<file path="src/hw/rtl/assert_macros.svh">
// assertion helpers shared by the rtl modules
`ifndef ASSERT_MACROS_SVH
`define ASSERT_MACROS_SVH

// checked only outside reset
`define TFTP_ASSERT(lbl, prop) \
  lbl: assert property (@(posedge clk) disable iff (rst) prop) \
    else $error("tftp header parser assertion failed");

// checked at every edge, reset included
`define TFTP_ASSERT_ALWAYS(lbl, prop) \
  lbl: assert property (@(posedge clk) prop) \
    else $error("tftp header parser assertion failed");

`endif

</file>
<file path="src/hw/rtl/tftp_hp_pkg.sv">
package tftp_hp_pkg;

  localparam int STRING_LIMIT = 128;
  localparam int CNT_W = $clog2(STRING_LIMIT);

  localparam int Q_DEPTH = 4;
  localparam int Q_PTR_W = $clog2(Q_DEPTH);
  localparam int Q_CNT_W = $clog2(Q_DEPTH + 1);

  localparam int ADDR_W = 3;
  localparam logic [ADDR_W-3:0] REG_SERVICE_PORT = '0;
  localparam logic [15:0] SERVICE_PORT_RESET = 16'd69;

  localparam logic [15:0] OPC_FIRST = 16'd1;
  localparam logic [15:0] OPC_WRQ = 16'd2;
  localparam logic [15:0] OPC_DATA = 16'd3;
  localparam logic [15:0] OPC_ERROR = 16'd5;
  localparam logic [15:0] OPC_LAST = 16'd6;

  localparam logic [1:0] KIND_CHAR = 2'd0;
  localparam logic [1:0] KIND_COMPLETE = 2'd1;
  localparam logic [1:0] KIND_DISCARD = 2'd2;
  localparam logic [1:0] KIND_SUMMARY = 2'd3;

  localparam logic [1:0] SID_FILENAME = 2'd0;
  localparam logic [1:0] SID_MODE = 2'd1;
  localparam logic [1:0] SID_ERRMSG = 2'd2;

  localparam logic [1:0] VERDICT_NONE = 2'd0;
  localparam logic [1:0] VERDICT_LOW = 2'd1;
  localparam logic [1:0] VERDICT_HIGH = 2'd2;

  localparam logic [7:0] CHAR_SUBST = 8'h2E;

  typedef enum logic [3:0] {
    PH_HEADER = 4'b0001,
    PH_FIRST  = 4'b0010,
    PH_MODE   = 4'b0100,
    PH_REST   = 4'b1000
  } phase_t;

  typedef struct packed {
    logic [7:0]  payload_byte;
    logic        end_of_packet;
    logic [15:0] dest_port;
    logic        is_udp;
  } in_t;

  typedef struct packed {
    logic [1:0]  item_kind;
    logic [1:0]  string_id;
    logic [7:0]  char_value;
    logic [15:0] opcode_value;
    logic        opcode_known;
    logic [15:0] block_or_code;
    logic [15:0] data_bytes;
    logic        too_short;
    logic [1:0]  detect_verdict;
    logic        last_of_run;
  } out_t;

  // what one byte leaves for the back end: an optional string item and an
  // optional summary
  typedef struct packed {
    logic        str_valid;
    logic [1:0]  str_kind;
    logic [1:0]  string_id;
    logic [7:0]  char_value;
    logic        sum_valid;
    logic [15:0] opcode_value;
    logic        opcode_known;
    logic [15:0] block_or_code;
    logic [15:0] data_bytes;
    logic        too_short;
    logic [1:0]  detect_verdict;
  } act_t;

endpackage

</file>
<file path="src/hw/rtl/tftp_hp_front.sv">
`include "assert_macros.svh"

module tftp_hp_front (
  input  logic               clk,
  input  logic               rst,
  input  logic               in_valid,
  output logic               in_ready,
  input  tftp_hp_pkg::in_t   in_data,
  input  logic [15:0]        service_port,
  input  logic               q_full,
  output logic               push,
  output tftp_hp_pkg::act_t  push_data
);

  logic [15:0] byte_position, byte_position_next;
  logic [15:0] opcode_reg, opcode_reg_next;
  logic [15:0] number_reg, number_reg_next;
  tftp_hp_pkg::phase_t parse_phase, parse_phase_next;
  logic [tftp_hp_pkg::CNT_W-1:0] char_count, char_count_next;
  logic port_matched, port_matched_next;
  logic udp_seen, udp_seen_next;

  logic accept;
  logic [7:0] b;
  logic [1:0] sid;
  logic [16:0] len_inc;
  logic [15:0] len;
  logic shortp;
  logic known;
  tftp_hp_pkg::act_t act;

  assign in_ready = !q_full;
  assign accept = in_valid && !q_full;
  assign b = in_data.payload_byte;

  always_comb begin
    byte_position_next = byte_position;
    opcode_reg_next = opcode_reg;
    number_reg_next = number_reg;
    parse_phase_next = parse_phase;
    char_count_next = char_count;
    port_matched_next = port_matched;
    udp_seen_next = udp_seen;
    act = '0;
    sid = (parse_phase == tftp_hp_pkg::PH_MODE) ? tftp_hp_pkg::SID_MODE :
          (opcode_reg == tftp_hp_pkg::OPC_ERROR) ? tftp_hp_pkg::SID_ERRMSG :
          tftp_hp_pkg::SID_FILENAME;

    if (byte_position == 16'd0) begin
      port_matched_next = (in_data.dest_port == service_port);
      udp_seen_next = in_data.is_udp;
    end

    case (parse_phase)
      tftp_hp_pkg::PH_HEADER: begin
        if (byte_position == 16'd0) begin
          opcode_reg_next = {b, 8'h00};
        end else if (byte_position == 16'd1) begin
          opcode_reg_next = {opcode_reg[15:8], b};
          if (opcode_reg_next == tftp_hp_pkg::OPC_FIRST ||
              opcode_reg_next == tftp_hp_pkg::OPC_WRQ) begin
            parse_phase_next = tftp_hp_pkg::PH_FIRST;
            char_count_next = '0;
          end
        end else if (byte_position == 16'd2) begin
          number_reg_next = {b, 8'h00};
        end else if (byte_position == 16'd3) begin
          number_reg_next = {number_reg[15:8], b};
          if (opcode_reg == tftp_hp_pkg::OPC_ERROR) begin
            parse_phase_next = tftp_hp_pkg::PH_FIRST;
            char_count_next = '0;
          end
        end
      end
      tftp_hp_pkg::PH_FIRST, tftp_hp_pkg::PH_MODE: begin
        act.string_id = sid;
        if (b == 8'h00) begin
          act.str_valid = 1'b1;
          act.str_kind = tftp_hp_pkg::KIND_COMPLETE;
          if (parse_phase == tftp_hp_pkg::PH_FIRST &&
              opcode_reg != tftp_hp_pkg::OPC_ERROR) begin
            parse_phase_next = tftp_hp_pkg::PH_MODE;
            char_count_next = '0;
          end else begin
            parse_phase_next = tftp_hp_pkg::PH_REST;
          end
        end else if (in_data.end_of_packet) begin
          act.str_valid = 1'b1;
          act.str_kind = tftp_hp_pkg::KIND_DISCARD;
        end else if (char_count < tftp_hp_pkg::CNT_W'(tftp_hp_pkg::STRING_LIMIT - 1)) begin
          act.str_valid = 1'b1;
          act.str_kind = tftp_hp_pkg::KIND_CHAR;
          act.char_value = (b inside {[8'h20:8'h7E]}) ? b : tftp_hp_pkg::CHAR_SUBST;
          char_count_next = char_count + 1'b1;
        end
      end
      default: begin
      end
    endcase

    // summary uses the state as updated by this byte
    len_inc = {1'b0, byte_position} + 17'd1;
    len = (byte_position == 16'hFFFF) ? 16'hFFFF : len_inc[15:0];
    shortp = (len < 16'd4);
    known = (opcode_reg_next inside {[tftp_hp_pkg::OPC_FIRST:tftp_hp_pkg::OPC_LAST]});

    if (in_data.end_of_packet) begin
      act.sum_valid = 1'b1;
      act.opcode_value = opcode_reg_next;
      act.opcode_known = known;
      act.too_short = shortp;
      act.block_or_code =
        (!shortp && (opcode_reg_next inside {[tftp_hp_pkg::OPC_DATA:tftp_hp_pkg::OPC_ERROR]}))
        ? number_reg_next : 16'd0;
      act.data_bytes = (!shortp && opcode_reg_next == tftp_hp_pkg::OPC_DATA) ?
                       (len - 16'd4) : 16'd0;
      act.detect_verdict = (udp_seen_next && !shortp && known) ?
        (port_matched_next ? tftp_hp_pkg::VERDICT_HIGH : tftp_hp_pkg::VERDICT_LOW) :
        tftp_hp_pkg::VERDICT_NONE;
      byte_position_next = 16'd0;
      opcode_reg_next = 16'd0;
      number_reg_next = 16'd0;
      parse_phase_next = tftp_hp_pkg::PH_HEADER;
      char_count_next = '0;
    end else if (byte_position != 16'hFFFF) begin
      byte_position_next = byte_position + 16'd1;
    end
  end

  assign push = accept && (act.str_valid || act.sum_valid);
  assign push_data = act;

  always_ff @(posedge clk) begin
    if (rst) begin
      byte_position <= 16'd0;
      opcode_reg <= 16'd0;
      number_reg <= 16'd0;
      parse_phase <= tftp_hp_pkg::PH_HEADER;
      char_count <= '0;
      port_matched <= 1'b0;
      udp_seen <= 1'b0;
    end else if (accept) begin
      byte_position <= byte_position_next;
      opcode_reg <= opcode_reg_next;
      number_reg <= number_reg_next;
      parse_phase <= parse_phase_next;
      char_count <= char_count_next;
      port_matched <= port_matched_next;
      udp_seen <= udp_seen_next;
    end
  end

  // every packet restarts from a clean header state
  `TFTP_ASSERT(a_eop_clears, accept && in_data.end_of_packet |=>
    byte_position == 16'd0 && parse_phase == tftp_hp_pkg::PH_HEADER)

endmodule

</file>
<file path="src/hw/rtl/tftp_hp_fifo.sv">
`include "assert_macros.svh"

module tftp_hp_fifo (
  input  logic               clk,
  input  logic               rst,
  input  logic               push,
  input  tftp_hp_pkg::act_t  push_data,
  output logic               full,
  input  logic               pop,
  output logic               empty,
  output tftp_hp_pkg::act_t  head
);

  tftp_hp_pkg::act_t mem [tftp_hp_pkg::Q_DEPTH];
  logic [tftp_hp_pkg::Q_PTR_W-1:0] wptr, rptr;
  logic [tftp_hp_pkg::Q_CNT_W-1:0] count;

  localparam logic [tftp_hp_pkg::Q_PTR_W-1:0] PTR_LAST =
    tftp_hp_pkg::Q_PTR_W'(tftp_hp_pkg::Q_DEPTH - 1);
  localparam logic [tftp_hp_pkg::Q_CNT_W-1:0] CNT_FULL =
    tftp_hp_pkg::Q_CNT_W'(tftp_hp_pkg::Q_DEPTH);

  assign full = (count == CNT_FULL);
  assign empty = (count == '0);
  assign head = mem[rptr];

  always_ff @(posedge clk) begin
    if (push) begin
      mem[wptr] <= push_data;
    end
  end

  always_ff @(posedge clk) begin
    if (rst) begin
      wptr <= '0;
      rptr <= '0;
      count <= '0;
    end else begin
      if (push) begin
        wptr <= (wptr == PTR_LAST) ? '0 : wptr + 1'b1;
      end
      if (pop) begin
        rptr <= (rptr == PTR_LAST) ? '0 : rptr + 1'b1;
      end
      if (push && !pop) begin
        count <= count + 1'b1;
      end else if (pop && !push) begin
        count <= count - 1'b1;
      end
    end
  end

  `TFTP_ASSERT_ALWAYS(a_count_bound, rst || count <= CNT_FULL)
  `TFTP_ASSERT(a_no_pop_empty, pop |-> !empty)

endmodule

</file>
<file path="src/hw/rtl/tftp_hp_back.sv">
`include "assert_macros.svh"

module tftp_hp_back (
  input  logic               clk,
  input  logic               rst,
  input  logic               empty,
  input  tftp_hp_pkg::act_t  head,
  output logic               pop,
  output logic               out_valid,
  input  logic               out_ready,
  output tftp_hp_pkg::out_t  out_data
);

  // set once the string item of the head entry has gone and its summary waits
  logic str_done;
  logic show_str;
  logic taken;

  assign out_valid = !empty;
  assign show_str = head.str_valid && !str_done;
  assign taken = out_valid && out_ready;
  assign pop = taken && !(show_str && head.sum_valid);

  always_comb begin
    out_data = '0;
    if (show_str) begin
      out_data.item_kind = head.str_kind;
      out_data.string_id = head.string_id;
      out_data.char_value = head.char_value;
      out_data.last_of_run = !head.sum_valid;
    end else begin
      out_data.item_kind = tftp_hp_pkg::KIND_SUMMARY;
      out_data.opcode_value = head.opcode_value;
      out_data.opcode_known = head.opcode_known;
      out_data.block_or_code = head.block_or_code;
      out_data.data_bytes = head.data_bytes;
      out_data.too_short = head.too_short;
      out_data.detect_verdict = head.detect_verdict;
      out_data.last_of_run = 1'b1;
    end
  end

  always_ff @(posedge clk) begin
    if (rst) begin
      str_done <= 1'b0;
    end else if (taken) begin
      str_done <= show_str && head.sum_valid;
    end
  end

  `TFTP_ASSERT(a_split_entry, str_done |-> !empty && head.str_valid && head.sum_valid)

endmodule

</file>
<file path="src/hw/rtl/tftp_header_parser_top.sv">
// TFTP header parser: takes one UDP payload byte per cycle while in_ready is
// high and returns string characters, string complete/discard marks and a
// per-packet summary. The front end accepts a byte every cycle as long as the
// four-entry result queue has room; a byte's result is registered in the
// queue before it reaches the output. A byte that ends a packet inside a
// string yields two results, string item before summary; the queue absorbs
// them. service_port sits at address 0 of the config port.
module tftp_header_parser_top (
  input  logic                           clk,
  input  logic                           rst,
  input  logic                           in_valid,
  output logic                           in_ready,
  input  tftp_hp_pkg::in_t               in_data,
  output logic                           out_valid,
  input  logic                           out_ready,
  output tftp_hp_pkg::out_t              out_data,
  input  logic                           psel,
  input  logic                           penable,
  input  logic                           pwrite,
  input  logic [tftp_hp_pkg::ADDR_W-1:0] paddr,
  input  logic [31:0]                    pwdata,
  output logic [31:0]                    prdata,
  output logic                           pready
);

  logic [15:0] service_port;
  logic reg_hit;
  logic q_full, q_empty, q_push, q_pop;
  tftp_hp_pkg::act_t q_in, q_head;

  assign pready = 1'b1;
  assign reg_hit = (paddr[tftp_hp_pkg::ADDR_W-1:2] == tftp_hp_pkg::REG_SERVICE_PORT);
  assign prdata = reg_hit ? {16'h0000, service_port} : 32'h0000_0000;

  always_ff @(posedge clk) begin
    if (rst) begin
      service_port <= tftp_hp_pkg::SERVICE_PORT_RESET;
    end else if (psel && penable && pwrite && reg_hit) begin
      service_port <= pwdata[15:0];
    end
  end

  tftp_hp_front u_front (
    .clk          (clk),
    .rst          (rst),
    .in_valid     (in_valid),
    .in_ready     (in_ready),
    .in_data      (in_data),
    .service_port (service_port),
    .q_full       (q_full),
    .push         (q_push),
    .push_data    (q_in)
  );

  tftp_hp_fifo u_fifo (
    .clk       (clk),
    .rst       (rst),
    .push      (q_push),
    .push_data (q_in),
    .full      (q_full),
    .pop       (q_pop),
    .empty     (q_empty),
    .head      (q_head)
  );

  tftp_hp_back u_back (
    .clk       (clk),
    .rst       (rst),
    .empty     (q_empty),
    .head      (q_head),
    .pop       (q_pop),
    .out_valid (out_valid),
    .out_ready (out_ready),
    .out_data  (out_data)
  );

endmodule
</file>
<file path="config.mk">
export PLATFORM = sky130hd
export DESIGN_NAME = tftp_header_parser_top
export DESIGN_NICKNAME = d
export VERILOG_FILES = /design/src/hw/rtl/tftp_hp_pkg.sv /design/src/hw/rtl/tftp_hp_front.sv /design/src/hw/rtl/tftp_hp_fifo.sv /design/src/hw/rtl/tftp_hp_back.sv /design/src/hw/rtl/tftp_header_parser_top.sv
export VERILOG_INCLUDE_DIRS = /design/src /design/src/hw/rtl
export SDC_FILE = /design/constraint.sdc
export NUM_CORES = 1
export LEC_CHECK = 0
export ABC_AREA = 0
export BUFFER_PORTS_ARGS = -buffer_cell sky130_fd_sc_hd__buf_4
export CORE_MARGIN = 3
export CORE_UTILIZATION = 53
export CTS_CLUSTER_DIAMETER = 200
export DETAILED_ROUTE_END_ITERATION = 8
export PLACE_DENSITY_LB_ADDON = 0.25
export SLEW_MARGIN = 20
export SYNTH_ARGS = -nofsm -noshare
export SYNTH_HDL_FRONTEND = slang
export SYNTH_HIERARCHICAL = 1
export SYNTH_SLANG_ARGS = --single-unit
</file>
<file path="constraint.sdc">
create_clock -name clk -period 3.55 [get_ports clk]
set_input_delay 0.1775 -clock clk [delete_from_list [all_inputs] [get_ports clk]]
set_output_delay 0.1775 -clock clk [all_outputs]
set_load 0.1 [all_outputs]
</file>
==> results.md <==
* Status: finished, final reports clean
* Fmax at 0.304 GHz
* Die area at 32600 sq um
* Max Cap Viol at 0
* Placed instance count at 1710
* Largest net degree at the start of global routing at 103
* Initial antenna violation count at 0
* Syn Inst Count at 1227
* Worst slew margin at 30.8%
* CTS H-tree depth at 2
* Port bufs at 132
* Initial Util at 54.1%
* R2r worst-path depth at 12
* Crit start category: flip-flop
* Clock Skew at 0.0163 ns
* Crit path DAT at 3.55 ns
* Post-DP HPWL at 23.0 mm
* Number of synthesized flops with an enable pin at 264
* I/O pins at 168
* Post-Route WL at 37.0 mm
* Fin nets at 1459
* Residual DRC at 0
* Sw Share at 37.7%
* Worst Hold Depth at 3
* Worst hold path class: in -> reg
* Critical path type: reg -> reg
* Clock Tree Buf Depth at 3
* CORE AREA at 29900 sq um
* CP endpoint kind: flip-flop
* Antenna Nets Post-Route at 0
* Top-count cell post-synth: edfxtp_1
* Setup Buffers After CTS at 0
* Most flops, register: u_fifo/mem
* Seq cells post-synth at 351
* Most numerous cell types in the synthesized netlist: 264 x edfxtp_1, 91 x nor2_1, 87 x dfxtp_1, 77 x nand2_1, 66 x mux4_2
* Worst-Skew Late Latency at 0.52 ns
* Reg clk slew, reported paths at 0.07 ns
* Setup tns final at 0 ns
* Ys async rst share at 0%
* Number of distinct library cells after synthesis at 72
* Comb pwr share at 34.2%
* First-pass iteration count of the detailed router at 5
* Clock root buffer: clkbuf_16
* Non-filler instance count after layout at 1796
* Lkg Pwr at 6.81 nW
* Die W at 181 microns
* Total track usage at 22.4%
* Internal Power at 0.00821 W
* Min cycle time layout at 3.29 ns
* Net Sw Power at 0.00496 W
* VDD IR max at 0.558 mV
* Crit share post-route at 92.8%
* Num CTS Buffers at 38
* Post-synthesis sequential area ratio at 59.9%
* Max reg flops at 264
* Yosys warns at 6
* Flop pwr share at 35.5%
* Vias in the first global route at 10400
* GRT Residual Overflow at 0
* Mapped Area at 16200 sq um
* Ys flop type: edfxtp_1
* Ranking of synthesized cells by area: edfxtp_1 49%, dfxtp_1 11%, mux4_2 9.2%
* PD cells at 694 nW/um^2
* Final RePlAce weighted congestion at 0.899
* Crit-path max FO at 16
* Core Rows at 63
* Syn-to-layout area delta at 17.5%
* Vias/cell at 5.87
* Req. time, crit path at 3.81 ns
* Layout Utilization at 63.6%
* Antenna cell count at 0
* Setup violators final at 0
* Final Max Tran Viols at 0
* Final hold vios at 0
* Die Y at 181 microns
* Detailed Route Iter0 Violations at 937
* Mean Syn Cell Area at 13.2 sq um
* Vias at 10500
* Number of clock sinks at 351
* CTS tree: built
* First-pass GRT wire length at 58.3 mm
* Synth area leader: edfxtp_1
* Layout cells sized above 1 at 24.4%
* Worst slew pin tran at 1.04 ns
* Wire per inst at 20.6 microns
* Clk pwr share at 30.3%
* Total power at 0.0132 W
* Yosys top cell area share at 49.1%
## final timing paths
check	from	slack [ns]	to
worst max register to register	u_front/byte_position[1]$_SDFFE_PP0P_	0.26	u_fifo/mem[0][23]$_DFFE_PP_
worst min register to register	u_front/number_reg[10]$_SDFFE_PP0P_	0.46	u_front/number_reg[10]$_SDFFE_PP0P_
worst min-delay path	in_data[19]	0.02	u_front/number_reg[1]$_SDFFE_PP0P_
worst max-delay path	u_front/byte_position[1]$_SDFFE_PP0P_	0.26	u_fifo/mem[0][23]$_DFFE_PP_
## cells in the final DEF, fill, tap and decap left out, types with 6 or more instances in the layout
cell type,instances
dlygate4sd3_1,18
nand2b_1,32
edfxtp_1,264
nand2_1,77
and2_1,59
or3_1,8
xor2_1,27
nor2b_1,12
a211oi_1,6
a22oi_1,31
ha_1,12
or2_2,6
inv_1,16
mux4_2,66
mux2i_1,34
dfxtp_1,85
and3_1,8
buf_4,169
nand4_1,19
clkinv_2,8
nor4_1,21
and2_2,12
xnor2_1,16
a21oi_1,56
and2b_2,6
and4_1,8
clkbuf_16,39
nor3_1,35
a31oi_1,7
nor2_1,91
conb_1,18
nand3_1,18
o21ai_0,22
## area by class of cell
class,instances,area [sq um]
fill,2278,10900
sequential,351,9670
multi-input combinational,779,5940
timing repair buffer,192,1550
clock buffer,46,1020
tap,390,488
clock inverter,22,248
inverter,16,60.1
## power groups by stage
stage / combinational (W) / clock, W / sequential, W
after detailed placement: 0.00451 / 0 / 0.00476
after global routing: 0.00471 / 0.00424 / 0.00469
final: 0.00450 / 0.00400 / 0.00467
after floorplan: 0.00374 / 0 / 0.00472
after CTS: 0.00454 / 0.00407 / 0.00468
after global placement: 0.00450 / 0 / 0.00475
## worst max-delay path: stages (launching register included)
cell,delay [ns]
dfxtp_1,0.47
ha_1,0.24
nand4_2,0.15
nor3_2,0.35
nor2_1,0.10
ha_1,0.30
o211ai_1,0.12
o21ai_0,0.11
o21ai_1,0.17
or2_2,0.21
o2111ai_2,0.13
buf_4,0.25
nor3_1,0.42
## repair_timing
item                       4_1_cts  5_1_grt
hold buffers                    18        0
setup endpoints to repair        0       65
gates resized for setup          0        3
hold endpoints to repair        18        0
## logic make-up after synthesis
family                   count (synthesis)  share of synthesized area, %
flip-flops                             351                          59.9
XOR/XNOR                                43                          2.33
AO/OA/AOI/OAI                          158                          6.38
adder cells (fa/ha/maj)                 13                          1.05
other                                    3                        0.0697
multiplexers                           100                          11.3
AND/OR/NAND/NOR                        447                          15.1
buffers and inverters                  112                          3.89
## routing by layer
layer / GRT usage (%) / vias up / wire, microns
li1: - / 4882 / -
met1: 32.0 / 5251 / 16200
met2: 36.7 / 363 / 17800
met3: 3.55 / 42 / 2430
met4: 5.10 / 0 / 535
met5: 0 / - / 0
## metrics by stage
stage | hold WS (ns) | area, sq um | setup slack (ns)
2_1_floorplan | 0.247 | 16200 | 0.0117
5_1_grt | 0.0343 | 19000 | -0.00618
6_report | 0.0174 | 19000 | 0.257
3_5_place_dp | 0.441 | 17500 | 0.240
3_3_place_gp | 0.434 | 17500 | 0.417
4_1_cts | 0.00486 | 19000 | 0.201
Power figures use the tool's default switching activity.
